**src/rtl/core/i2p_pkg.sv**
```systemverilog
`timescale 1ns / 1ps
// ----------------------------------------------------------------------------
// i2p_pkg: shared definitions for the infix to postfix converter
// Token and item codes, operator precedence, stack sizing and the command and
// status bundles between the controller and the datapath.
// ----------------------------------------------------------------------------
package i2p_pkg;

    localparam int STACK_DEPTH = 16;
    localparam int MAX_RESULTS = 16;

    localparam int CNT_W  = $clog2(STACK_DEPTH + 1);
    localparam int PTR_W  = $clog2(STACK_DEPTH);
    localparam int RES_W  = $clog2(MAX_RESULTS + 1);
    localparam int KIND_W = 3;
    localparam int OPC_W  = 4;
    localparam int SLOT_W = 16;
    localparam int PREC_W = 4;

    // Group marker kept on the operator stack for an open parenthesis.
    localparam logic [OPC_W-1:0] MARKER = 4'hF;

    localparam logic [PREC_W-1:0] PREC_MUL = 4'd8;
    localparam logic [PREC_W-1:0] PREC_ADD = 4'd7;
    localparam logic [PREC_W-1:0] PREC_CMP = 4'd6;
    localparam logic [PREC_W-1:0] PREC_AND = 4'd5;
    localparam logic [PREC_W-1:0] PREC_OR  = 4'd4;

    typedef enum logic [KIND_W-1:0] {
        TOK_OPERAND  = 3'd0,
        TOK_OPERATOR = 3'd1,
        TOK_OPEN     = 3'd2,
        TOK_CLOSE    = 3'd3,
        TOK_END      = 3'd4
    } t_tok_kind;

    typedef enum logic [OPC_W-1:0] {
        OPC_ADD = 4'd0,
        OPC_SUB = 4'd1,
        OPC_MUL = 4'd2,
        OPC_DIV = 4'd3,
        OPC_MOD = 4'd4,
        OPC_EQ  = 4'd5,
        OPC_NE  = 4'd6,
        OPC_LT  = 4'd7,
        OPC_GE  = 4'd8,
        OPC_LE  = 4'd9,
        OPC_GT  = 4'd10,
        OPC_AND = 4'd11,
        OPC_OR  = 4'd12
    } t_opcode;

    localparam logic [OPC_W-1:0] NUM_OPS = 4'd13;

    typedef enum logic [1:0] {
        ITEM_PUSH = 2'd0,
        ITEM_OPER = 2'd1,
        ITEM_END  = 2'd2,
        ITEM_ERR  = 2'd3
    } t_item_kind;

    typedef enum logic [1:0] {
        ERR_NONE      = 2'd0,
        ERR_CONSEC    = 2'd1,
        ERR_OVERFLOW  = 2'd2,
        ERR_UNMATCHED = 2'd3
    } t_err_code;

    typedef enum logic {
        ST_IDLE = 1'b0,
        ST_PROC = 1'b1
    } t_state;

    typedef struct packed {
        t_item_kind        kind;
        logic [OPC_W-1:0]  opcode;
        logic [SLOT_W-1:0] slot;
        t_err_code         err;
        logic              last;
    } t_item;

    typedef struct packed {
        logic       accept;      // latch the input token
        logic       flush;       // send the held item out as the final one
        logic       produce;     // create a new result item
        t_item_kind prod_kind;
        t_err_code  prod_err;
        logic       push_code;   // push the token's operator
        logic       push_marker; // push a group marker
        logic       pop;
        logic       clear;       // empty the stack and drop the operator flag
        logic       set_prev;
        logic       clr_prev;
    } t_dp_cmd;

    typedef struct packed {
        logic [KIND_W-1:0] tok_kind;
        logic              code_ok;
        logic              prev;
        logic              cnt_zero;
        logic              cnt_full;
        logic              top_marker;
        logic              top_binds;  // top operator pops before the token's operator
        logic              mark_nz;
        logic              oper_cap;
        logic              pend_valid;
        logic              out_free;
    } t_dp_stat;

    function automatic logic [PREC_W-1:0] prec_of(input logic [OPC_W-1:0] code);
        logic [PREC_W-1:0] p;
        unique case (code)
            OPC_MUL, OPC_DIV, OPC_MOD:                      p = PREC_MUL;
            OPC_ADD, OPC_SUB:                               p = PREC_ADD;
            OPC_EQ, OPC_NE, OPC_LT, OPC_GE, OPC_LE, OPC_GT: p = PREC_CMP;
            OPC_AND:                                        p = PREC_AND;
            OPC_OR:                                         p = PREC_OR;
            default:                                        p = '0;
        endcase
        return p;
    endfunction

endpackage

```
**src/rtl/core/i2p_ctrl.sv**
```systemverilog
`timescale 1ns / 1ps
// ----------------------------------------------------------------------------
// i2p_ctrl: converter controller
// Sequences one token at a time: accepts it, then steps the stack datapath at most
// one pop and one result per cycle while the result port is free until it resolves.
// ----------------------------------------------------------------------------
module i2p_ctrl
    import i2p_pkg::*;
(
    input  logic     i_clk,
    input  logic     i_rst_n,
    input  logic     i_in_valid,
    input  t_dp_stat i_stat,
    output logic     o_in_ready,
    output t_dp_cmd  o_cmd
);

    t_state r_state;
    t_state n_state;
    logic   w_in_ready;
    logic   w_stay;

    always_ff @(posedge i_clk) begin
        if (!i_rst_n) begin
            r_state <= ST_IDLE;
        end else begin
            r_state <= n_state;
        end
    end

    // Ready decode, shared by the next-state and output logic, and stay decode.
    always_comb begin
        w_in_ready = (r_state == ST_IDLE) && (!i_stat.pend_valid || i_stat.out_free);
        unique case (i_stat.tok_kind)
            TOK_OPERATOR: w_stay = i_stat.code_ok && !i_stat.prev && i_stat.top_binds;
            TOK_CLOSE:    w_stay = i_stat.mark_nz && !i_stat.top_marker;
            TOK_END:      w_stay = !i_stat.cnt_zero;
            default:      w_stay = 1'b0;
        endcase
    end

    always_comb begin
        n_state = r_state;
        unique case (r_state)
            ST_IDLE: begin
                if (i_in_valid && w_in_ready) begin
                    n_state = ST_PROC;
                end
            end
            ST_PROC: begin
                if (i_stat.out_free && !w_stay) begin
                    n_state = ST_IDLE;
                end
            end
            default: n_state = ST_IDLE;
        endcase
    end

    always_comb begin
        o_cmd           = '0;
        o_cmd.prod_kind = ITEM_PUSH;
        o_cmd.prod_err  = ERR_NONE;
        o_in_ready      = w_in_ready;
        unique case (r_state)
            ST_IDLE: begin
                o_cmd.accept = i_in_valid && w_in_ready;
                o_cmd.flush  = i_stat.pend_valid && i_stat.out_free;
            end
            ST_PROC: begin
                if (i_stat.out_free) begin
                    unique case (i_stat.tok_kind)
                        TOK_OPERAND: begin
                            o_cmd.produce  = 1'b1;
                            o_cmd.clr_prev = 1'b1;
                        end
                        TOK_OPERATOR: begin
                            if (!i_stat.code_ok) begin
                                o_cmd.produce = 1'b0;
                            end else if (i_stat.prev) begin
                                o_cmd.produce   = 1'b1;
                                o_cmd.prod_kind = ITEM_ERR;
                                o_cmd.prod_err  = ERR_CONSEC;
                                o_cmd.clear     = 1'b1;
                            end else if (i_stat.top_binds) begin
                                o_cmd.produce   = 1'b1;
                                o_cmd.prod_kind = ITEM_OPER;
                                o_cmd.pop       = 1'b1;
                            end else if (i_stat.cnt_full) begin
                                o_cmd.produce   = 1'b1;
                                o_cmd.prod_kind = ITEM_ERR;
                                o_cmd.prod_err  = ERR_OVERFLOW;
                                o_cmd.clear     = 1'b1;
                            end else begin
                                o_cmd.push_code = 1'b1;
                                o_cmd.set_prev  = 1'b1;
                            end
                        end
                        TOK_OPEN: begin
                            if (i_stat.cnt_full) begin
                                o_cmd.produce   = 1'b1;
                                o_cmd.prod_kind = ITEM_ERR;
                                o_cmd.prod_err  = ERR_OVERFLOW;
                                o_cmd.clear     = 1'b1;
                            end else begin
                                o_cmd.push_marker = 1'b1;
                                o_cmd.clr_prev    = 1'b1;
                            end
                        end
                        TOK_CLOSE: begin
                            if (!i_stat.mark_nz) begin
                                o_cmd.produce   = 1'b1;
                                o_cmd.prod_kind = ITEM_ERR;
                                o_cmd.prod_err  = ERR_UNMATCHED;
                                o_cmd.clear     = 1'b1;
                            end else begin
                                // The group's own marker is removed without a result.
                                o_cmd.pop       = 1'b1;
                                o_cmd.produce   = !i_stat.top_marker;
                                o_cmd.prod_kind = ITEM_OPER;
                                o_cmd.clr_prev  = i_stat.top_marker;
                            end
                        end
                        TOK_END: begin
                            if (!i_stat.cnt_zero) begin
                                // Markers of unclosed groups drop silently; one slot
                                // stays reserved for the end item.
                                o_cmd.pop       = 1'b1;
                                o_cmd.produce   = !i_stat.top_marker && !i_stat.oper_cap;
                                o_cmd.prod_kind = ITEM_OPER;
                            end else begin
                                o_cmd.produce   = 1'b1;
                                o_cmd.prod_kind = ITEM_END;
                                o_cmd.clear     = 1'b1;
                            end
                        end
                        default: o_cmd.produce = 1'b0;
                    endcase
                end
            end
            default: o_cmd.produce = 1'b0;
        endcase
    end

endmodule

```
**config.mk**
```make
export PLATFORM = sky130hd
export DESIGN_NAME = i2p_ctrl
export DESIGN_NICKNAME = d
export VERILOG_FILES = /design/src/rtl/core/i2p_pkg.sv /design/src/rtl/core/i2p_ctrl.sv
export SDC_FILE = /design/constraint.sdc
export NUM_CORES = 1
export LEC_CHECK = 0
export ABC_CLOCK_PERIOD_IN_PS = 1800
export BUFFER_PORTS_ARGS = -buffer_cell sky130_fd_sc_hd__buf_2
export CORE_AREA = 2 2 39 41
export CTS_CLUSTER_DIAMETER = 50
export DETAILED_ROUTE_END_ITERATION = 8
export DIE_AREA = 0 0 41 43
export PLACE_DENSITY = 0.7
export SLEW_MARGIN = 20
export SYNTH_ARGS = -nofsm -noshare
export SYNTH_HDL_FRONTEND = slang
export SYNTH_SLANG_ARGS = --single-unit
```
**constraint.sdc**
```tcl
create_clock -name i_clk -period 1.8 [get_ports i_clk]
set_input_delay 0 -clock i_clk [delete_from_list [all_inputs] [get_ports i_clk]]
set_output_delay 0 -clock i_clk [all_outputs]
set_load 0.03 [all_outputs]
```
After elaboration in Yosys (flattened, before gate mapping)
Index checks and enable logic that the tools add are counted.

storage, ports and cells
  flip-flop bits (word level) = 1
  latch bits = 0
  bits in writable memories = 0
  ROM bits = 0
  input port bits = 16
  output and inout port bits = 14
  memories = 0

cells by class
  add/subtract/negate cells = 0
  multipliers = 0
  div/mod/pow operators = 0
  magnitude comparators = 0
  eq/ne operators = 4
  shift operators = 0
  multiplexer cells = 45
  bitwise operators = 1
  reduce and logical (&&, ||, !) cells = 16

operator list
  operator            number
  $mux 5              9
  $mux 11             2
  $mux 1              18
  $mux 3              5
  $pmux 1 s3          3
  $logic_and 1x1->1   8
  $pmux 2 s4          1
  $eq 3x2->1 const B  2
  $logic_not 1->1     6
  $mux 2              3
  $pmux 2 s3          1
  $pmux 1 s5          1
  $pmux 1 s4          1
  $eq 3x1->1 const B  1
  $eq 3x3->1 const B  1
  $logic_not 3->1     1
  $pmux 1 s2          1
  $logic_or 1x1->1    1
  $not 1->1           1

Logic depth before layout (Yosys ltp)
Gate-level depths: netlist (run 1).

  depth in word-level cells = 13
  gate-level depth with buffers = 6
  mapped depth without buffers = 4

Worst setup path before layout (run 1)
OpenSTA, ideal clock, no wires.

  path type = reg2out
  start point = register r_state
  end point = output port o_cmd[5] (netlist bit)
  data arrival time = 2012 ps
  data required time = 1800 ps
  path slack = -212 ps
  stages on the path, launching flop included = 4
  path buffers = 1
  cells stage by stage = dfxtp_1 nand2_1 nor4b_1 buf_4

RTL lines
  item                    RTL line        source
  from (decl)             i2p_ctrl.sv:18  t_state r_state;
  from (signal assigned)  i2p_ctrl.sv:27  r_state <= n_state;
  to (decl)               i2p_ctrl.sv:15  output t_dp_cmd o_cmd

==> results of run 1 <==
worst max-delay path, cell delays in order:
cell       delay (ns)
buf_2            0.17
nand4bb_1        0.29
nor3b_1          0.34
o21ai_1          0.12
a21oi_1          0.16
buf_2            0.22
final timing paths:
kind	start	to	slack, ns	cells after the start
setup / recovery	i_stat[12]	o_cmd[3]	0.51	6
hold / removal	i_rst_n	r_state	0.20	2
setup reg to reg	r_state	r_state	0.93	3
hold reg to reg	r_state	r_state	0.61	2
per-stage QoR:
step | cells | total power [uW]
6_report | 101 | 127
5_1_grt | 101 | 136
4_1_cts | 101 | 126
3_5_place_dp | 101 | 126
3_3_place_gp | 101 | 125
2_1_floorplan | 61 | 90.6
Yosys cell counts:
cell	number
a21oi_1	7
a31oi_1	4
and2_1	2
and3b_1	1
buf_2	2
buf_4	2
buf_6	1
dfxtp_1	1
inv_1	4
nand2_1	4
nand2b_1	1
nand3_1	1
nand3b_1	2
nand4bb_1	1
nor2_1	6
nor2b_1	2
nor3_1	3
nor3b_1	1
nor4_1	3
nor4b_1	1
o211a_1	1
o21a_1	2
o21ai_1	3
o311ai_1	1
o31ai_1	3
or2b_1	1
or4b_4	1
power breakdown:
| part | internal, uW | switching, uW | leakage [uW] | total (uW) |
|---|---|---|---|---|
| combinational | 37.8 | 63.6 | 0.000247 | 101 |
| clock | 0 | 0 | 0 | 0 |
| sequential | 24.4 | 1.51 | 0.00000828 | 25.9 |
| total | 62.2 | 65.1 | 0.000255 | 127 |
layer usage:
metal  global-route usage [%]  part of all wire, %
met1                     17.7                   45
met4                        0                    0
met2                     20.6                   45
met5                        0                    0
met3                        0                   10
cell type report:
| class | instances | area share (%) |
|---|---|---|
| flip-flops and latches | 1 | 3.86 |
| inverters | 4 | 2.90 |
| multi-input cells | 51 | 61.4 |
| well taps | 16 | 3.86 |
| repair buffers | 29 | 28.0 |
cell families after synthesis:
group	count (synthesis)	synth area share, %
and+or+nand+nor	30	47.1
AOI/OAI and AO/OA	21	34.3
buffers and inverters	9	13.4
DFF	1	5.23
==> metrics.txt, run 1 <==
layout cell share with drive strength beyond 1=36.5%; Max Freq=0.777 GHz; Synthesis Warnings=0; vias after detailed routing=549; clk slew on worst S/H paths=0 ns; # port buffers=29; Area Growth Syn to Fin=35.3%; worst setup margin=0.513 ns; most frequent cells in the layout=29 x buf_2, 7 x a21oi_1, 6 x nor2_1; PD cells=246 nW/um^2; Post-CTS Resized=0; vias in the first global route=389; Die W=41 um; Syn Area/Cell=6.28 um^2; CP Launch Type=input port; area share of the largest cell type after synthesis=9.15%; WHS=0.204 ns; Post-CTS Hold Buffers=0; Placement Setup Slack=0.556 ns; Critical Path Fanout Max=13; Diodes inserted=0; largest net degree at the start of global routing=14; Final nets=103; Worst VDD drop=180 uV; slew of the pin with the lowest slew margin=0.360 ns; final hold vios=0; biggest regs=r_state: 1 flops; Die H=43 um; Setup Skew=0 ns; Via density=5.44; GR Overflow Total=0; Synthesized Nets=77; fillers=149; HPWL after DPL=896 um; Synth area leaders=a21oi_1 9.2%, a31oi_1 6.5%, nor2_1 5.9%; Yosys reg bits=1; relative slew slack=76.0%; LEAKAGE=0.000255 uW; antenna violations before repair=0; fin util=37.4%; GRT Util Overall=12.2%; remaining antenna violation count after routing=0; CP arrival=1.29 ns; count of cell types in the netlist=27; setup repair bufs after CTS=0; WS Path Type=in -> out; post-route clock period utilization=71.5%; register with the most flip-flops=r_state; drt first pass iters=4; crit end category=output pin; Req. time, crit path=1.80 ns; Die Footprint=1760 um^2; minimum clock period=1.29 ns; max-slew violation count=0; first-pass GRT wire length=1.60 mm; drt wl/cell=11.2 um; Detailed Route Iter0 Violations=21; area of the multi-input gates=318 um^2; FF/Latch Area=20.0 um^2; IO Pins=30; Skew-Pair Late Insertion Delay=0 ns; status=completed; post-route setup TNS=0 ns; Hold Path Class=in -> reg; Synth Instances=61; post-route cell area=518 um^2; Final setup viols=0; # rows=14; Placed Area=518 um^2; routability cong.=0.874; RSZ-0062 raised after global routing=no; # DRC=0; most common cell after layout, fill and taps aside=buf_2; initial core utilization=27.7%; register area share after synthesis=5.23%; cell taking the most area after synthesis=a21oi_1; synthesized area=383 um^2; max FFs per register=1; max_cap viols=0; DRT Wirelength=1.13 mm; core footprint=1380 um^2
(Power assumes the default switching activity.)
==> run 2, diff against run 1 <==
ABC_CLOCK_PERIOD_IN_PS = 1300   (was 1800)
clock period = 1.3 ns   (was 1.8 ns; I/O delays follow)
==> metrics.txt, run 2 (synthesized netlist as in run 1, its figures left out) <==
drt first pass iters=4; Die H=43 um; RSZ-0062 raised after global routing=no; # port buffers=29; worst setup margin=0.0997 ns; drt wl/cell=11.2 um; Die Footprint=1760 um^2; post-route clock period utilization=92.3%; vias after detailed routing=528; Final setup viols=0; Die W=41 um; DRT Wirelength=1.14 mm; max-slew violation count=0; final hold vios=0; HPWL after DPL=924 um; relative slew slack=83.9%; slew of the pin with the lowest slew margin=0.238 ns; Inst Count DP=101; Worst VDD drop=253 uV; most frequent cells in the layout=29 x buf_2, 7 x a21oi_1, 6 x nor2_1, 4 x inv_1, 4 x a31oi_1; max FFs per register=1; most common cell after layout, fill and taps aside=buf_2; Finished Layout Cells=101; Detailed Route Iter0 Violations=10; core footprint=1380 um^2; CP Launch Type=input port; antenna violations before repair=0; # rows=14; register-to-register setup slack=0.42 ns; routability cong.=0.874; Max Freq=0.833 GHz; sequential share of power=20.4%; PD cells=338 nW/um^2; clk slew on worst S/H paths=0 ns; Req. time, crit path=1.30 ns; status=completed; biggest regs=r_state: 1 flops; layout cell share with drive strength beyond 1=38.8%; fillers=160; Clock Power Share=0%; initial core utilization=27.7%; max_cap viols=0; crit end category=output pin; IO Pins=30; WS Path Type=in -> out; Skew-Pair Late Insertion Delay=0 ns; vias in the first global route=416; fin util=38.0%; minimum clock period=1.20 ns; Int Power=86.6 uW; Switching Share=51.2%; first-pass GRT wire length=1.72 mm; Critical Path Fanout Max=13; Setup Skew=0 ns; GRT Util Overall=13.0%; combinational power share=79.6%; LEAKAGE=0.000257 uW; GR Overflow Total=0; remaining antenna violation count after routing=0; Hold Path Class=in -> reg; Final nets=103; Via density=5.23; net switching power=90.9 uW; largest net degree at the start of global routing=14; # DRC=0; Tot Pwr=177 uW; CP arrival=1.20 ns; WHS=0.206 ns; register with the most flip-flops=r_state; Area Growth Syn to Fin=37.3%; Diodes inserted=0; Placement Setup Slack=0.0463 ns
[run 2: cell count changes in the layout (fill, tap and decap cells not counted)]
cell / previous run / this run
nand2_2: 0 / 1
nand2_1: 4 / 3
nor3b_2: 0 / 1
nor3b_1: 1 / 0
[run 2: power groups by stage]
stage	registers, uW	clock network (uW)	logic, uW
detailed placement	35.9	0	139
CTS	35.9	0	140
global placement	35.7	0	137
floorplan	35.5	0	90.0
finish	36.2	0	141
global route	36.8	0	156
[run 2: metrics by stage]
| step | instance area, um^2 | TNS (ns) |
|---|---|---|
| 2_1_floorplan | 389 | -1.28 |
| 3_3_place_gp | 518 | 0 |
| 3_5_place_dp | 518 | 0 |
| 4_1_cts | 518 | 0 |
| 5_1_grt | 526 | 0 |
| 6_report | 526 | 0 |
[run 2: final cells by class]
| cell class | count | area (um^2) | area share, % |
|---|---|---|---|
| Inverter | 4 | 15.0 | 2.86 |
| Timing Repair Buffer | 29 | 145 | 27.6 |
| Multi-Input combinational cell | 51 | 325 | 61.9 |
| Sequential cell | 1 | 20.0 | 3.81 |
| Tap cell | 16 | 20.0 | 3.81 |
[run 2: what timing repair did]
| item | in CTS | in global routing |
|---|---|---|
| resized for setup | 0 | 2 |
| endpoints found under the hold margin | 0 | 0 |
| setup buffers | 0 | 0 |
| hold buffers | 0 | 0 |
| endpoints found under the setup margin | 0 | 2 |
[run 2: critical path: stages]
cell       delay (ns)
buf_2            0.17
nand4bb_1        0.30
nor2_1           0.20
nor3_1           0.08
o31ai_1          0.21
buf_2            0.24
[run 2: layer usage]
| metal | global-route usage, % | vias up | part of all wire [%] |
|---|---|---|---|
| met5 | 0 | - | 0 |
| met4 | 0 | 0 | 0 |
| met3 | 0.524 | 0 | 7.9 |
| met2 | 22.8 | 23 | 44 |
| met1 | 17.7 | 229 | 48 |
| li1 | - | 276 | - |
[run 2: final timing paths]
check                           depth (start not counted)   endpoint  startpoint
worst max-delay path                                    6  o_cmd[10]  i_stat[12]
worst min-delay path                                    2    r_state     i_rst_n
worst max register to register                          3    r_state     r_state
worst min register to register                          2    r_state     r_state
==> run 3, diff against run 2 <==
RECOVER_POWER = 25   (was not set)
==> metrics.txt, run 3 (synthesized netlist as in run 1, its figures left out) <==
first-pass GRT wire length=1.72 mm; RR Endpoint=r_state; RSZ-0062 raised after global routing=no; WS Path Type=in -> out; vias in the first global route=416; Hold Path Class=in -> reg; Setup Skew=0 ns; register with the most flip-flops=r_state; layout cell share with drive strength beyond 1=35.3%; # rows=14; routability cong.=0.874; Worst R2R Start=r_state; HPWL after DPL=924 um; PD cells=336 nW/um^2; post-route clock period utilization=92.3%; register-to-register setup slack=0.41 ns; Area Growth Syn to Fin=36.3%; drt first pass iters=4; Placement Setup Slack=0.0463 ns; Inst Count DP=101; biggest regs=r_state: 1 flops; GRT Util Overall=13.0%; CP arrival=1.20 ns; largest net degree at the start of global routing=14; antenna violations before repair=0; max FFs per register=1; final hold vios=0; Min-Delay Startpoint=i_rst_n; WHS Path Cells=2; Final setup viols=0; LEAKAGE=0.000247 uW; # port buffers=29; Die H=43 um; Critical Path Fanout Max=13; drt wl/cell=11.2 um; most common cell after layout, fill and taps aside=buf_2; Post-CTS Hold Buffers=0; slew of the pin with the lowest slew margin=0.368 ns; most frequent cells in the layout=26 x buf_2, 7 x a21oi_1, 6 x nor2_1, 4 x inv_1, 4 x a31oi_1; clk slew on worst S/H paths=0 ns; Worst Hold Path EP=r_state; worst setup margin=0.0999 ns; max_cap viols=0; Tot Pwr=175 uW; status=completed; Diodes inserted=0; Via density=5.26; # DRC=0; vias after detailed routing=531; CP Launch Type=input port; minimum clock period=1.20 ns; GR Overflow Total=0; DRT Wirelength=1.13 mm; Die Footprint=1760 um^2; Placed Area=518 um^2; Worst VDD drop=250 uV; core footprint=1380 um^2; crit end category=output pin; relative slew slack=75.6%; Detailed Route Iter0 Violations=16; remaining antenna violation count after routing=0; Skew-Pair Late Insertion Delay=0 ns; Die W=41 um; reg2reg path depth=3; IO Pins=30; Req. time, crit path=1.30 ns; post-route cell area=522 um^2; Final nets=103; Max Freq=0.833 GHz; initial core utilization=27.7%; Finished Layout Cells=101; max-slew violation count=0; post-route setup TNS=0 ns
==> run 3: changes by cell type in the layout (fill, tap and decap cells not counted), sizes merged <==
cell,change
buf,-3
clkbuf,+3
==> run 3: worst max-delay path by stage <==
stage | start | endpoint | slack, ns | cells past startpoint
3_5_place_dp | i_stat[12] | o_cmd[3] | 0.05 | 6
2_1_floorplan | r_state | o_cmd[6] | -0.24 | 2
4_1_cts | i_stat[12] | o_cmd[3] | 0.04 | 6
3_3_place_gp | i_stat[12] | o_cmd[3] | 0.07 | 6
5_1_grt | i_stat[12] | o_cmd[10] | 0.02 | 6
6_report | i_stat[12] | o_cmd[10] | 0.1 | 6
==> run 3: routing by layer <==
metal,part of all wire [%],global-route usage (%)
met1,47,17.7
met2,45,22.8
met3,8.3,0.524
met4,0,0
met5,0,0
==> run 3: layout make-up <==
cell class                      instances  area (um^2)
Fill cell                             163          862
Tap cell                               16         20.0
Timing Repair Buffer                   29          141
Multi-Input combinational cell         51          325
Inverter                                4         15.0
Sequential cell                         1         20.0
==> run 3: what timing repair did <==
item	CTS	global route
buffers inserted	0	0
resized for setup	0	2
endpoints found under the setup margin	0	2
==> run 3: power breakdown <==
part           leakage, uW  internal (uW)  total, uW  switching, uW
Sequential      0.00000828           33.7       36.3           2.51
Clock                    0              0          0              0
Combinational     0.000239           50.7        139           88.2
==> run 3: stage by stage <==
stage | utilization [%] | hold slack, ns
CTS | 37.4 | 0.212
finish | 37.7 | 0.207
detailed placement | 37.4 | 0.212
floorplan | - | 0.0747
global route | 37.7 | 0.240
global placement | 37.4 | 0.199
==> run 3: critical path: stages <==
cell	delay, ns
buf_2	0.17
nand4bb_1	0.30
nor2_1	0.20
nor3_1	0.08
o31ai_1	0.21
buf_2	0.24
