## src/rtl/core/i2p_pkg.sv

```systemverilog
`timescale 1ns / 1ps
// ----------------------------------------------------------------------------
// i2p_pkg: shared definitions for the infix to postfix converter
// Token and item codes, operator precedence, stack sizing and the command and
// status bundles between the controller and the datapath.
// ----------------------------------------------------------------------------
package i2p_pkg;

    localparam int STACK_DEPTH = 16;
    localparam int MAX_RESULTS = 16;

    localparam int CNT_W  = $clog2(STACK_DEPTH + 1);
    localparam int PTR_W  = $clog2(STACK_DEPTH);
    localparam int RES_W  = $clog2(MAX_RESULTS + 1);
    localparam int KIND_W = 3;
    localparam int OPC_W  = 4;
    localparam int SLOT_W = 16;
    localparam int PREC_W = 4;

    // Group marker kept on the operator stack for an open parenthesis.
    localparam logic [OPC_W-1:0] MARKER = 4'hF;

    localparam logic [PREC_W-1:0] PREC_MUL = 4'd8;
    localparam logic [PREC_W-1:0] PREC_ADD = 4'd7;
    localparam logic [PREC_W-1:0] PREC_CMP = 4'd6;
    localparam logic [PREC_W-1:0] PREC_AND = 4'd5;
    localparam logic [PREC_W-1:0] PREC_OR  = 4'd4;

    typedef enum logic [KIND_W-1:0] {
        TOK_OPERAND  = 3'd0,
        TOK_OPERATOR = 3'd1,
        TOK_OPEN     = 3'd2,
        TOK_CLOSE    = 3'd3,
        TOK_END      = 3'd4
    } t_tok_kind;

    typedef enum logic [OPC_W-1:0] {
        OPC_ADD = 4'd0,
        OPC_SUB = 4'd1,
        OPC_MUL = 4'd2,
        OPC_DIV = 4'd3,
        OPC_MOD = 4'd4,
        OPC_EQ  = 4'd5,
        OPC_NE  = 4'd6,
        OPC_LT  = 4'd7,
        OPC_GE  = 4'd8,
        OPC_LE  = 4'd9,
        OPC_GT  = 4'd10,
        OPC_AND = 4'd11,
        OPC_OR  = 4'd12
    } t_opcode;

    localparam logic [OPC_W-1:0] NUM_OPS = 4'd13;

    typedef enum logic [1:0] {
        ITEM_PUSH = 2'd0,
        ITEM_OPER = 2'd1,
        ITEM_END  = 2'd2,
        ITEM_ERR  = 2'd3
    } t_item_kind;

    typedef enum logic [1:0] {
        ERR_NONE      = 2'd0,
        ERR_CONSEC    = 2'd1,
        ERR_OVERFLOW  = 2'd2,
        ERR_UNMATCHED = 2'd3
    } t_err_code;

    typedef enum logic {
        ST_IDLE = 1'b0,
        ST_PROC = 1'b1
    } t_state;

    typedef struct packed {
        t_item_kind        kind;
        logic [OPC_W-1:0]  opcode;
        logic [SLOT_W-1:0] slot;
        t_err_code         err;
        logic              last;
    } t_item;

    typedef struct packed {
        logic       accept;      // latch the input token
        logic       flush;       // send the held item out as the final one
        logic       produce;     // create a new result item
        t_item_kind prod_kind;
        t_err_code  prod_err;
        logic       push_code;   // push the token's operator
        logic       push_marker; // push a group marker
        logic       pop;
        logic       clear;       // empty the stack and drop the operator flag
        logic       set_prev;
        logic       clr_prev;
    } t_dp_cmd;

    typedef struct packed {
        logic [KIND_W-1:0] tok_kind;
        logic              code_ok;
        logic              prev;
        logic              cnt_zero;
        logic              cnt_full;
        logic              top_marker;
        logic              top_binds;  // top operator pops before the token's operator
        logic              mark_nz;
        logic              oper_cap;
        logic              pend_valid;
        logic              out_free;
    } t_dp_stat;

    function automatic logic [PREC_W-1:0] prec_of(input logic [OPC_W-1:0] code);
        logic [PREC_W-1:0] p;
        unique case (code)
            OPC_MUL, OPC_DIV, OPC_MOD:                      p = PREC_MUL;
            OPC_ADD, OPC_SUB:                               p = PREC_ADD;
            OPC_EQ, OPC_NE, OPC_LT, OPC_GE, OPC_LE, OPC_GT: p = PREC_CMP;
            OPC_AND:                                        p = PREC_AND;
            OPC_OR:                                         p = PREC_OR;
            default:                                        p = '0;
        endcase
        return p;
    endfunction

endpackage

```

## src/rtl/core/i2p_dpath.sv

```systemverilog
`timescale 1ns / 1ps
// ----------------------------------------------------------------------------
// i2p_dpath: converter datapath
// Token register, operator stack with group count, a one-item hold stage that
// lets the final result of a token be flagged, and the output register.
// ----------------------------------------------------------------------------
module i2p_dpath
    import i2p_pkg::*;
(
    input  logic              i_clk,
    input  logic              i_rst_n,
    input  t_dp_cmd           i_cmd,
    input  logic [KIND_W-1:0] i_tok_op,
    input  logic [OPC_W-1:0]  i_tok_code,
    input  logic [SLOT_W-1:0] i_tok_slot,
    input  logic              i_out_ready,
    output t_dp_stat          o_stat,
    output logic              o_out_valid,
    output t_item             o_out_item
);

    logic [KIND_W-1:0] r_tok_op;
    logic [OPC_W-1:0]  r_tok_code;
    logic [SLOT_W-1:0] r_tok_slot;

    logic [OPC_W-1:0]  r_stack [STACK_DEPTH];
    logic [CNT_W-1:0]  r_cnt;
    logic [CNT_W-1:0]  r_mark_cnt;
    logic              r_prev;
    logic [RES_W-1:0]  r_emit;

    t_item             r_pend;
    logic              r_pend_valid;
    t_item             r_out;
    logic              r_out_valid;

    logic [PTR_W-1:0]  w_top_idx;
    logic [OPC_W-1:0]  w_top;
    logic              w_top_marker;
    logic              w_out_free;
    t_item             w_new;
    t_item             w_pend_out;

    assign w_top_idx    = r_cnt[PTR_W-1:0] - PTR_W'(1);
    assign w_top        = r_stack[w_top_idx];
    assign w_top_marker = (w_top == MARKER);
    assign w_out_free   = !r_out_valid || i_out_ready;

    always_comb begin
        w_new        = '0;
        w_new.kind   = i_cmd.prod_kind;
        w_new.err    = i_cmd.prod_err;
        w_new.opcode = (i_cmd.prod_kind == ITEM_OPER) ? w_top : '0;
        w_new.slot   = (i_cmd.prod_kind == ITEM_PUSH) ? r_tok_slot : '0;
    end

    // A held item moves out as final on a flush, and as non-final when a
    // newer result of the same token displaces it.
    always_comb begin
        w_pend_out      = r_pend;
        w_pend_out.last = i_cmd.flush;
    end

    always_comb begin
        o_stat            = '0;
        o_stat.tok_kind   = r_tok_op;
        o_stat.code_ok    = (r_tok_code < NUM_OPS);
        o_stat.prev       = r_prev;
        o_stat.cnt_zero   = (r_cnt == '0);
        o_stat.cnt_full   = (r_cnt == CNT_W'(STACK_DEPTH));
        o_stat.top_marker = w_top_marker;
        o_stat.top_binds  = (r_cnt != '0) && !w_top_marker
                            && (prec_of(w_top) >= prec_of(r_tok_code));
        o_stat.mark_nz    = (r_mark_cnt != '0);
        o_stat.oper_cap   = (r_emit >= RES_W'(MAX_RESULTS - 1));
        o_stat.pend_valid = r_pend_valid;
        o_stat.out_free   = w_out_free;
    end

    // Control state.
    always_ff @(posedge i_clk) begin
        if (!i_rst_n) begin
            r_cnt        <= '0;
            r_mark_cnt   <= '0;
            r_prev       <= 1'b0;
            r_emit       <= '0;
            r_pend_valid <= 1'b0;
            r_out_valid  <= 1'b0;
        end else begin
            if (i_cmd.clear) begin
                r_cnt      <= '0;
                r_mark_cnt <= '0;
            end else begin
                if (i_cmd.push_code || i_cmd.push_marker) begin
                    r_cnt <= r_cnt + CNT_W'(1);
                end else if (i_cmd.pop) begin
                    r_cnt <= r_cnt - CNT_W'(1);
                end
                if (i_cmd.push_marker) begin
                    r_mark_cnt <= r_mark_cnt + CNT_W'(1);
                end else if (i_cmd.pop && w_top_marker) begin
                    r_mark_cnt <= r_mark_cnt - CNT_W'(1);
                end
            end

            if (i_cmd.clear || i_cmd.clr_prev) begin
                r_prev <= 1'b0;
            end else if (i_cmd.set_prev) begin
                r_prev <= 1'b1;
            end

            if (i_cmd.accept) begin
                r_emit <= '0;
            end else if (i_cmd.produce) begin
                r_emit <= r_emit + RES_W'(1);
            end

            if (i_cmd.flush) begin
                r_out_valid  <= 1'b1;
                r_pend_valid <= 1'b0;
            end else if (i_cmd.produce) begin
                r_pend_valid <= 1'b1;
                if (r_pend_valid) begin
                    r_out_valid <= 1'b1;
                end else if (i_out_ready) begin
                    r_out_valid <= 1'b0;
                end
            end else if (i_out_ready) begin
                r_out_valid <= 1'b0;
            end
        end
    end

    // Payload registers.
    always_ff @(posedge i_clk) begin
        if (i_cmd.accept) begin
            r_tok_op   <= i_tok_op;
            r_tok_code <= i_tok_code;
            r_tok_slot <= i_tok_slot;
        end
        if (i_cmd.push_code) begin
            r_stack[r_cnt[PTR_W-1:0]] <= r_tok_code;
        end else if (i_cmd.push_marker) begin
            r_stack[r_cnt[PTR_W-1:0]] <= MARKER;
        end
        if (i_cmd.flush) begin
            r_out <= w_pend_out;
        end else if (i_cmd.produce) begin
            r_pend <= w_new;
            if (r_pend_valid) begin
                r_out <= w_pend_out;
            end
        end
    end

    assign o_out_valid = r_out_valid;
    assign o_out_item  = r_out;

endmodule

```

## config.mk

```make
export PLATFORM = sky130hd
export DESIGN_NAME = i2p_dpath
export DESIGN_NICKNAME = d
export VERILOG_FILES = /design/src/rtl/core/i2p_pkg.sv /design/src/rtl/core/i2p_dpath.sv
export SDC_FILE = /design/constraint.sdc
export NUM_CORES = 1
export LEC_CHECK = 0
export BUFFER_PORTS_ARGS = -buffer_cell sky130_fd_sc_hd__buf_2
export CAP_MARGIN = 10
export CORE_MARGIN = 8
export CORE_UTILIZATION = 49
export DETAILED_ROUTE_END_ITERATION = 8
export HOLD_SLACK_MARGIN = 0.12
export PLACE_DENSITY = 0.68
export RECOVER_POWER = 50
export SLEW_MARGIN = 20
export SYNTH_ARGS = -nofsm -noshare
export SYNTH_HDL_FRONTEND = slang
export SYNTH_SLANG_ARGS = --single-unit
```

## constraint.sdc

```tcl
create_clock -name i_clk -period 7.9 [get_ports i_clk]
set_clock_uncertainty 0.05 [all_clocks]
set_input_delay 0.395 -clock i_clk [delete_from_list [all_inputs] [get_ports i_clk]]
set_output_delay 0.395 -clock i_clk [all_outputs]
set_load 0.01 [all_outputs]
```

-- Word-level counts from Yosys, hierarchy flattened
Memory sizes are Yosys's and may differ from the RTL's. A register that Yosys moved wholly into a read port is not among the register bits.
Index checks and enable logic that the tools add are counted.
- bits in read-only memories: 128
- word-level logic and storage cells: 77
- memory bits (writable): 64
- output and inout port bits: 39
- memories kept: 3
- register bits: 90
- memories (memory ; depth ; bits a word ; rd ports ; clocked after memory_dff ; write ports ; RTL line ; text):
    (name not given) ; 16 ; 4 ; 1 ; 0 ; 0 ; i2p_pkg.sv:112 ; unique case (code)
    (name not given) ; 16 ; 4 ; 1 ; 1 ; 0 ; i2p_pkg.sv:112 ;
    r_stack ; 16 ; 4 ; 1 ; 0 ; 1 ; i2p_dpath.sv:26 ; logic [OPC_W-1:0] r_stack [STACK_DEPTH];
- reduce and logical (&&, ||, !) cells: 23
- eq/ne operators: 3
- multiplexer cells: 18
- add/sub/neg operators: 6
- order comparisons: 3
- bitwise operators: 3
- operator list (cell ; number):
    25-bit 2-to-1 mux ; 3
    5-bit 2-to-1 mux ; 4
    5-bit by 1-bit adder with 5-bit output (second input constant) ; 3
    5-bit nonzero test ; 2
    5-bit by 1-bit subtractor with 5-bit output (second input constant) ; 2
    1-bit 2-to-1 mux ; 9
    4-bit 2-to-1 mux ; 2
    2-bit nonzero test ; 4
    2-bit OR reduction ; 4
    2-bit AND reduction ; 3
    5-bit equality test (second input constant) ; 1
    5-bit by 4-bit greater-or-equal comparator with 1-bit output (second input constant) ; 1
    5-bit logical NOT ; 1
    4-bit equality test (second input constant) ; 1
    4-bit greater-or-equal comparator ; 1
    4-bit < comparator (second input constant) ; 1
    4-bit by 1-bit subtractor with 4-bit output (second input constant) ; 1
    1-bit logical AND ; 3
    1-bit logical OR ; 3
    2-bit by 1-bit equality test with 1-bit output (second input constant) ; 1
    1-bit logical NOT ; 2
    2-bit logical NOT ; 1
    1-bit NOT ; 2
    1-bit OR ; 1

-- Longest topological paths before layout
Gate-level depths: netlist (run 1).
An unclocked memory read counts as a cell.
- depth in word-level cells: 6
- mapped depth: 17

-- Worst setup path before layout (run 1)
No wires, ideal clock.
- path kind: register to output
- start point: register r_cnt[0]
- end point: output o_stat[4] (netlist name)
- stages on the path, launching flop included: 18
- data arrival time: 3.392 ns
- setup slack: 4.063 ns
- data required time: 7.455 ns
- path through: dfxtp_1 > buf_4 > inv_2 > ha_1 > buf_4 > buf_6 > mux2i_1 > mux4_2 > mux2_2 > nor2_1 > mux2i_1 > or2_1 > ha_1 > nand2b_1 > a21o_1 > a21o_1 > a21oi_1 > nor3_1
- RTL lines (element ; RTL line ; text):
    start, declared ; i2p_dpath.sv:27 ; logic [CNT_W-1:0] r_cnt;
    start signal, assigned ; i2p_dpath.sv:95 ; r_cnt <= r_cnt + CNT_W'(1);
    start signal, assigned ; i2p_dpath.sv:97 ; r_cnt <= r_cnt - CNT_W'(1);
    end, declared ; i2p_dpath.sv:17 ; output t_dp_stat o_stat,

==> impl_metrics.py, run 1 <==
metrics = {
    "sta": {
        "fin_crit_sh_pct": 70.1,
        "maxSlewViolCount": 55,
        "relSlewSlack_pct": -34.2,
        "period_minus_slack_ps": 5540,
        "hold_viol": 0,
        "rsz0062_at_grt": "false",
        "tns_ps": 0,
        "setup_viol": 0,
        "fmax_mhz": 181,
        "tightest_slew_ps": 2010,
    },
    "global_routing": {
        "antenna_found_initial": 0,
        "grt_pass1_wl_mm": 20.5,
        "grt.total_usage_pct": 14.9,
        "grt_start_max_net_pins": 30,
        "grt_pass1_vias": 3947,
        "grt.overflow.total": 0,
    },
    "worst_setup_path": {
        "crit_arrival_ps": 5090,
        "slowest_delay_ps": 880,
        "critPathLaunchType": "flop",
        "cp_num_buf_inv": 2,
        "required_ps": 7460,
        "critPathMostFrequentCell": "mux2i_1",
        "crit_fanout": 23,
        "end_kind": "output port",
        "critPathKind": "flop to output port",
        "crit_path_cell_trace": "inv_2 -> ha_2 -> mux2i_1 -> mux4_2 -> mux2i_1 -> mux2i_1 -> or2_1 -> ha_1 -> nand2b_1 -> a21o_1 -> a21o_1 -> a21oi_1 -> nor3_1 -> buf_2",
        "startpoint": "r_cnt[0]$_SDFFE_PP0P_",
        "slowest_stage": "dfxtp_1",
        "r2r_start": "r_cnt[0]$_SDFFE_PP0P_",
        "cpLargestDelayFamily": "multiplexers",
    },
    "yosys": {
        "synth_area_per_cell_um2": 14.9,
        "synth_edf_count": 135,
        "post-synth-top-area-cell": "edfxtp_1",
        "ys_warn_count": 0,
        "yosys_most_used_dff": "edfxtp_1",
        "yosys_register_bits": 158,
        "ys_seq_area_share_pct": 67.4,
        "synth_area_um2": 6700,
        "async_flop_share_pct": 0,
        "synthTopCellsByArea": "edfxtp_1 (61%), dfxtp_1 (6.9%), mux2i_1 (6.3%)",
        "synth_fp_nets": 508,
        "ys_types": 48,
        "netlist_instances": 450,
        "netlist.area_leader.share_pct": 60.5,
    },
    "placement": {
        "place_area_um2": 7200,
        "io_buffer_count": 77,
        "dp_hpwl_mm": 8.67,
        "place_congestion": 0.826,
    },
    "floorplan": {
        "start_util_pct": 50.4,
        "die_x_um": 133,
        "core_um2": 13300,
        "fp.dieH_um": 133,
        "die-area_um2": 17700,
        "num_io_pins": 78,
        "rows": 42,
    },
    "clocking": {
        "clkLatencyLatePin_ps": 420,
        "cts.clk_slew.worst_paths_ps": 60,
        "cts_resized": 0,
        "htree_levels": 4,
        "clk_path_buf_depth": 2,
        "cts_inserted_buffers": 17,
        "cts_tree": "yes",
        "cts_sinks": 158,
        "cts-root-buf": "clkbuf_16",
        "post-cts-setup-buffers": 0,
    },
    "detailed_routing": {
        "drc_errors": 0,
        "vias": 3812,
        "drtAntennaViolNets": 0,
        "firstDrtPassIters": 5,
        "wl_per_cell_um": 17.0,
        "drt_wl_total_mm": 12.6,
        "drt-initial-drc-count": 203,
        "viasPerCell": 5.14,
    },
    "pwr": {
        "p_leak_nw": 3.03,
        "p_total_mw": 2.01,
        "ir_worst_vdd_mv": 0.204,
        "power_density_nw_per_um2": 250,
    },
    "status": {
        "violations": "max-capacitance violations, max-slew violations",
        "status": "complete, but fails checks",
    },
    "hold_path": {
        "hp-class": "input pin to flop",
        "min-delay-start": "i_cmd[11]",
    },
    "final_layout": {
        "antenna_cells": 0,
        "final_area_um2": 8020,
        "nNetsFinal": 611,
        "nFillCells": 1044,
        "synthToLayoutAreaGrowth_pct": 19.8,
        "fin_util_pct": 60.3,
        "drive_above_1_share_pct": 19.8,
    },
    "run": {
        "maxCapViolCount": 2,
    },
}
-- cells by family after synthesis --
logic type,Yosys count,share of synthesized area [%]
muxes,56,9.98
buffers and inverters,31,2.41
adders and majority gates,19,3.77
AOI/OAI and AO/OA,33,3.16
xor gates and xnor gates,14,2.06
and+or+nand+nor,139,11.2
DFF,158,67.4
-- flip-flops by register name (all words and copies together), names as in the netlist, named ones only --
name / flops
o_out_item: 25
o_out_valid: 1
r_cnt: 5
r_emit: 5
r_mark_cnt: 5
r_pend: 24
r_pend_valid: 1
r_prev: 1
r_stack: 64
r_tok_code: 4
r_tok_op: 3
r_tok_slot: 16
-- synthesized netlist by cell type (2+ instances only) --
master,n
xnor2_2,2
buf_4,6
dfxtp_1,23
ha_1,17
xnor2_1,6
nand2b_1,12
nor3_1,8
nand3_1,2
nand2_1,14
buf_6,3
inv_1,11
or2_1,2
mux2i_1,42
mux4_2,8
nor2_1,42
nor4_2,2
xor2_1,6
nor2b_1,26
a21o_1,7
a31oi_1,2
and3b_1,2
a21oi_1,14
and2_1,16
edfxtp_1,135
nand4_1,2
clkbuf_1,10
fa_1,2
nor3b_1,2
mux2_2,6
o21ai_0,2
-- worst reg2reg max path, delay by kind of cell (launching register included) --
kind / cells / cell delay [ps]
adder cells (fa/ha/maj): 1 / 840
AO/OA/AOI/OAI: 1 / 350
flip-flops: 1 / 880
AND/OR/NAND/NOR: 1 / 420
buffers and inverters: 1 / 300
multiplexers: 3 / 940
-- through the flow --
stage | hold WS (ps) | std cells | setup slack (ps)
floorplan | 419 | 450 | 4060
global placement | 378 | 685 | 2640
detailed placement | 404 | 685 | 2500
CTS | 128 | 742 | 2040
global route | 139 | 742 | 2010
finish | 139 | 742 | 2360
-- area by class of cell --
cell class                      count  area [um^2]  area share (%)
Sequential cell                   158         4510            56.3
Multi-Input combinational cell    261         2020            25.2
Timing Repair Buffer              103          614            7.66
Clock buffer                       17          425            5.30
Tap cell                          176          220            2.75
Clock inverter                     15          178            2.22
Inverter                           12         45.0           0.562
-- routing by layer --
layer	global-route usage [%]	vias to the layer above	share of wire [%]
li1	-	1852	-
met1	17.2	1860	43
met2	25.3	80	51
met3	4.73	20	4.5
met4	5.99	0	1.8
met5	0	-	0
-- repair_timing --
action,4_1_cts,5_1_grt
hold endpoints to repair,25,0
hold buffers,25,0
setup endpoints to repair,0,0
-- where the power goes --
group          internal [mW]  total, mW  switching [mW]
clock                  0.476      0.821           0.345
sequential             0.949      0.966          0.0172
combinational         0.0996      0.222           0.122
total                   1.52       2.01           0.484
-- worst paths after layout --
path / endpoint / slack [ps] / cells after the start
max: o_stat[4] / 2360 / 14
min: r_pend_valid$_SDFFE_PP0P_ / 140 / 2
max reg2reg: r_mark_cnt[2]$_SDFFE_PP0P_ / 4000 / 7
min reg2reg: o_out_item[0]$_SDFFE_PP1P_ / 420 / 1
-- cell usage in the layout, fill, tap and decap left out, drive strengths merged, types with 2 or more instances in the layout --
cell type	instances
xnor2	8
a31oi	2
nand2	14
nor3b	2
dlygate4sd3	25
a21oi	15
buf	57
nor4	3
and2	17
nor3	8
nor2	42
mux4	8
clkinv	5
o21ai	2
xor2	6
and3b	2
bufinv	2
or2	3
nand4	2
mux2	6
a21o	7
dfxtp	23
ha	17
inv	19
fa	2
clkbuf	38
mux2i	42
edfxtp	135
nand2b	12
nor2b	26
nand3	2
(Power assumes the default switching activity.)
==> run 2, diff against run 1 <==
==> constraint.sdc (replaced) <==
create_clock -name i_clk -period 5.3 [get_ports i_clk]
set_clock_uncertainty 0.05 [all_clocks]
set_input_delay 0.265 -clock i_clk [delete_from_list [all_inputs] [get_ports i_clk]]
set_output_delay 0.265 -clock i_clk [all_outputs]
set_load 0.01 [all_outputs]
==> run 2 against run 1 <==
The run still ends with max-capacitance violations, max-slew violations left. Register-to-register slack got worse by 2200 ps. Global-route usage increased by 0.36 points. First-iteration DRC count fell by 18%. Wire length grew 1.2%. Sequential power is 49% higher. Via count about the same. Final area increased by 0.55%. Core utilization increased by 0.33 points. Sequential share of layout area decreased by 0.31 points. Combinational power up 55%. Critical path depth unchanged.
==> impl_metrics.py, run 2 (same netlist as run 1, synthesis figures left out) <==
metrics = {
    "status": {
        "status": "complete, but fails checks",
        "violations": "max-capacitance violations, max-slew violations",
    },
    "final_layout": {
        "mostFrequentLayoutCells": "edfxtp_1 (135), clkbuf_1 (48), mux2i_1 (42), nor2_1 (42), dlygate4sd3_1 (34)",
        "layout_commonest_cell": "edfxtp_1",
        "antenna_cells": 0,
        "nNetsFinal": 624,
        "fin_util_pct": 60.7,
        "final_area_um2": 8060,
        "drive_above_1_share_pct": 15.5,
        "largest_reg_flops": 64,
        "nFillCells": 1026,
        "synthToLayoutAreaGrowth_pct": 20.4,
    },
    "global_routing": {
        "grt.overflow.total": 0,
        "grt_pass1_wl_mm": 21.1,
        "antenna_found_initial": 0,
        "grtUsageMet1_pct": 18.1,
        "grt-busiest-layer": "met2",
        "grt_util_met3_pct": 4.31,
        "grt.total_usage_pct": 15.3,
        "use_met2_pct": 25.5,
        "grt_start_max_net_pins": 30,
        "grt_pass1_vias": 3966,
    },
    "clocking": {
        "clkLatencyLatePin_ps": 420,
        "cts_resized": 0,
        "clk_path_buf_depth": 2,
        "cts.clk_slew.worst_paths_ps": 60,
        "cts_inserted_buffers": 17,
        "cts-root-buf": "clkbuf_16",
        "cts_sinks": 158,
        "cts_tree": "yes",
        "post-cts-setup-buffers": 0,
        "htree_levels": 4,
    },
    "worst_setup_path": {
        "cp_num_buf_inv": 2,
        "critPathMostFrequentCell": "mux2i_1",
        "cpLargestDelayFamily": "multiplexers",
        "endpoint": "o_stat[4]",
        "r2r_start": "r_cnt[1]$_SDFFE_PP0P_",
        "path_depth": 14,
        "slowest_delay_ps": 880,
        "crit_arrival_ps": 4570,
        "crit_path_cell_trace": "inv_1 -> ha_1 -> mux2i_1 -> mux4_2 -> mux2i_1 -> mux2i_1 -> or2_1 -> ha_1 -> nand2b_1 -> a21o_1 -> a21o_1 -> a21oi_1 -> nor3_1 -> buf_2",
        "end_kind": "output port",
        "slowest_stage": "ha_1",
        "crit_fanout": 17,
        "rrSetupSlack_ps": 1790,
        "startpoint": "r_cnt[1]$_SDFFE_PP0P_",
        "reg2reg_to": "r_mark_cnt[2]$_SDFFE_PP0P_",
        "required_ps": 4990,
        "critPathLaunchType": "flop",
        "critPathKind": "flop to output port",
        "ff2ff_path_depth": 9,
    },
    "placement": {
        "place_congestion": 0.837,
        "place_area_um2": 7230,
        "dp_hpwl_mm": 8.79,
        "io_buffer_count": 77,
    },
    "sta": {
        "setup_viol": 0,
        "period_minus_slack_ps": 4890,
        "hold_viol": 0,
        "maxSlewViolCount": 30,
        "fmax_mhz": 205,
        "rsz0062_at_grt": "false",
        "relSlewSlack_pct": -6.61,
        "fin_crit_sh_pct": 92.2,
        "tightest_slew_ps": 1600,
        "tns_ps": 0,
    },
    "detailed_routing": {
        "firstDrtPassIters": 4,
        "wl_per_cell_um": 16.9,
        "viasPerCell": 5.05,
        "drtAntennaViolNets": 0,
        "vias": 3813,
        "drc_errors": 0,
        "drt-initial-drc-count": 166,
        "drt_wl_total_mm": 12.8,
    },
    "floorplan": {
        "core_um2": 13300,
        "rows": 42,
        "die_x_um": 133,
        "num_io_pins": 78,
        "die-area_um2": 17700,
        "start_util_pct": 50.4,
        "fp.dieH_um": 133,
    },
    "pwr": {
        "power_density_nw_per_um2": 360,
        "ir_worst_vdd_mv": 0.266,
        "p_leak_nw": 2.99,
        "p_total_mw": 2.91,
    },
    "hold_path": {
        "hp-class": "input pin to flop",
    },
    "run": {
        "maxCapViolCount": 1,
    },
}
## run 2: worst reg2reg max path, stage by stage, from the launching register on
cell and delay, ps:
dfxtp_1 430, inv_1 150, ha_1 880, buf_4 310, mux2i_1 90, mux4_2 500, nor4_2 420, mux2i_1 230
and4bb_1 300, a311o_1 100
## run 2: power by group
part | leakage, nW | internal [mW] | switching (mW)
Combinational | 1.25 | 0.153 | 0.189
Sequential | 1.48 | 1.41 | 0.0227
Clock | 0.257 | 0.616 | 0.511
Total | 2.99 | 2.18 | 0.723
## run 2: metrics by stage
step,hold slack (ps),setup WS (ps),instances
after floorplan,291,1590,450
after global placement,378,1030,689
after detailed placement,383,846,689
after CTS,194,383,755
after global routing,226,131,755
final,207,414,755
## run 2: metal layers
metal | routed length, um | share of wire (%) | vias up
met1 | 5440 | 43 | 1857
met3 | 589 | 4.6 | 16
met4 | 214 | 1.7 | 0
met5 | 0 | 0 | -
li1 | - | - | 1872
met2 | 6540 | 51 | 68
## run 2: what timing repair did
action                                  4_1_cts  5_1_grt
hold buffers                                 34        0
endpoints found under the setup margin        0        0
hold endpoints to repair                     32        0
## run 2: layout make-up
class | instances | area [um^2] | area share (%)
Tap cell | 176 | 220 | 2.73
Timing Repair Buffer | 116 | 702 | 8.70
Multi-Input combinational cell | 261 | 2030 | 25.1
Sequential cell | 158 | 4510 | 56.0
Clock inverter | 14 | 126 | 1.57
Clock buffer | 18 | 429 | 5.32
Inverter | 12 | 45.0 | 0.559
## run 2: worst min-delay path by stage
stage	startpoint	endpoint	slack, ps	cells after the start
floorplan	i_cmd[11]	r_pend_valid$_SDFFE_PP0P_	290	1
global placement	i_cmd[0]	r_prev$_SDFFE_PP0P_	380	2
detailed placement	i_cmd[0]	r_prev$_SDFFE_PP0P_	380	2
CTS	i_cmd[4]	r_mark_cnt[4]$_SDFFE_PP0P_	190	3
global route	i_cmd[4]	r_mark_cnt[4]$_SDFFE_PP0P_	230	3
finish	i_cmd[4]	r_mark_cnt[4]$_SDFFE_PP0P_	210	3
==> run 3, diff against run 2 <==
--- a/config.mk
+++ b/config.mk
@@ -5,13 +5,14 @@
 export SDC_FILE = /design/constraint.sdc
 export NUM_CORES = 1
 export LEC_CHECK = 0
+export ABC_CLOCK_PERIOD_IN_PS = 5300
 export BUFFER_PORTS_ARGS = -buffer_cell sky130_fd_sc_hd__buf_2
 export CAP_MARGIN = 10
 export CORE_MARGIN = 8
 export CORE_UTILIZATION = 49
 export DETAILED_ROUTE_END_ITERATION = 8
 export HOLD_SLACK_MARGIN = 0.12
-export PLACE_DENSITY = 0.68
+export PLACE_DENSITY_LB_ADDON = 0.15
 export RECOVER_POWER = 50
 export SLEW_MARGIN = 20
 export SYNTH_ARGS = -nofsm -noshare
==> run 3 against run 2 <==
The run still ends with max-capacitance violations, max-slew violations left. Clock power increased by 5%. Combinational power shrank 1%. Final cell count shrank 0.40%. Largest power group unchanged.
==> impl_metrics.py, run 3 (same netlist as run 1, synthesis figures left out) <==
metrics = {
    "status": {
        "status": "complete, but fails checks",
        "violations": "max-capacitance violations, max-slew violations",
    },
    "clocking": {
        "cts_resized": 0,
        "cts_tree": "yes",
        "cts_inserted_buffers": 17,
        "cts.clk_slew.worst_paths_ps": 70,
        "clkLatencyLatePin_ps": 430,
        "cts-root-buf": "clkbuf_16",
        "cts_sinks": 158,
        "htree_levels": 4,
        "clk_path_buf_depth": 2,
    },
    "sta": {
        "tns_ps": 0,
        "maxSlewViolCount": 82,
        "relSlewSlack_pct": -36.4,
        "fin_crit_sh_pct": 91.1,
        "worst_slack_ps": 471,
        "setup_viol": 0,
        "rsz0062_at_grt": "false",
        "tightest_slew_ps": 2040,
        "hold_viol": 0,
        "fmax_mhz": 207,
        "period_minus_slack_ps": 4830,
    },
    "detailed_routing": {
        "viasPerCell": 5.07,
        "drt_wl_total_mm": 12.6,
        "drt-initial-drc-count": 211,
        "wl_met3_um": 794,
        "vias": 3814,
        "wl_met1_mm": 5.47,
        "drtAntennaViolNets": 0,
        "top_layer": "met4",
        "wl_per_cell_um": 16.8,
        "firstDrtPassIters": 4,
        "met2_length_mm": 6.15,
        "drc_errors": 0,
    },
    "worst_setup_path": {
        "crit_fanout": 17,
        "ff2ff_path_depth": 9,
        "required_ps": 4990,
        "startpoint": "r_cnt[1]$_SDFFE_PP0P_",
        "critPathKind": "flop to output port",
        "critPathLaunchType": "flop",
        "crit_arrival_ps": 4510,
        "end_kind": "output port",
        "r2r_start": "r_cnt[1]$_SDFFE_PP0P_",
        "reg2reg_to": "r_mark_cnt[2]$_SDFFE_PP0P_",
        "rrSetupSlack_ps": 1820,
    },
    "final_layout": {
        "stdcell_count": 752,
        "mostFrequentLayoutCells": "edfxtp_1 (135), mux2i_1 (42), nor2_1 (42), clkbuf_1 (41), buf_2 (36)",
        "multiInputGateArea_um2": 2020,
        "nFillCells": 1016,
        "nNetsFinal": 620,
        "seq_area_um2": 4510,
        "largest_reg_flops": 64,
        "layout_commonest_cell": "edfxtp_1",
        "drive_above_1_share_pct": 15.8,
        "synthToLayoutAreaGrowth_pct": 20.4,
    },
    "floorplan": {
        "die_x_um": 133,
        "rows": 42,
        "core_um2": 13300,
        "start_util_pct": 50.4,
        "die-area_um2": 17700,
        "fp.dieH_um": 133,
        "num_io_pins": 78,
    },
    "placement": {
        "dp.cells": 686,
        "io_buffer_count": 77,
        "pre_cts_slack_ps": 936,
        "place_congestion": 0.776,
        "dp_hpwl_mm": 8.56,
    },
    "hold_path": {
        "min-delay-start": "i_cmd[10]",
        "hold_end": "r_emit[4]$_SDFFE_PP0P_",
        "hp-class": "input pin to flop",
        "min_path_cells": 2,
    },
    "global_routing": {
        "grt.overflow.total": 0,
        "grt_start_max_net_pins": 30,
        "grt.total_usage_pct": 14.9,
        "grt_pass1_wl_mm": 20.1,
        "grt_pass1_vias": 3831,
        "antenna_found_initial": 1,
    },
    "run": {
        "maxCapViolCount": 3,
    },
    "pwr": {
        "ir_worst_vdd_mv": 0.234,
        "p_leak_nw": 3.01,
        "power_density_nw_per_um2": 368,
        "p_total_mw": 2.96,
    },
}
-- run 3: changes by cell type in the layout (fill, tap and decap cells not counted), moves of 2 or more --
cell        delta
buf_2          +6
clkinvlp_4     -4
inv_8          -2
clkbuf_1       -7
clkinv_4       +2
clkinv_2       +2
buf_4          -2
-- run 3: area by class of cell --
class                   instances  area share, %
diodes                          1         0.0310
clock buffers                  17           5.28
clock inverters                15           1.94
inverters                      12          0.559
multi-input cells             261           25.1
flip-flops and latches        158           56.0
well taps                     176           2.73
repair buffers                112           8.43
-- run 3: worst max path at each step --
stage | to | slack, ps | depth (start not counted)
2_1_floorplan | o_stat[4] | 1590 | 17
3_3_place_gp | o_stat[4] | 1100 | 14
3_5_place_dp | o_stat[4] | 940 | 14
4_1_cts | o_stat[4] | 470 | 15
5_1_grt | o_stat[4] | 180 | 14
6_report | o_stat[4] | 470 | 14
-- run 3: metal layers --
layer  track usage [%]  vias to the layer above
met5                 0                        -
met4              7.13                        0
met3              5.45                       19
met2              23.6                       98
met1              17.6                     1823
li1                  -                     1874
-- run 3: report_power, final --
group          switching [mW]  internal, mW  leakage [nW]
Combinational           0.186         0.151          1.25
Sequential             0.0226          1.41          1.48
Clock                   0.527         0.663         0.285
Total                   0.736          2.23          3.01
-- run 3: repair_timing --
| item | in CTS | in global routing |
|---|---|---|
| setup buffers | 0 | 0 |
| hold buffers | 33 | 0 |
| endpoints found under the hold margin | 31 | 0 |
-- run 3: per-stage QoR --
| step | cell area, um^2 | util (%) | hold slack, ps |
|---|---|---|---|
| 6_report | 8060 | 60.7 | 126 |
| 5_1_grt | 8060 | 60.7 | 138 |
| 4_1_cts | 8120 | 61.1 | 123 |
| 3_5_place_dp | 7210 | 54.2 | 387 |
| 3_3_place_gp | 7210 | 54.2 | 379 |
| 2_1_floorplan | 6700 | - | 291 |
-- run 3: worst max-delay path, cell delays in order (launching register included) --
cell	delay (ps)
dfxtp_1	440
inv_1	150
ha_1	860
mux2i_1	180
mux4_2	520
mux2i_1	430
mux2i_1	130
or2_1	220
ha_1	270
nand2b_1	140
a21o_1	170
a21o_1	170
a21oi_1	170
nor3_1	60
buf_2	160
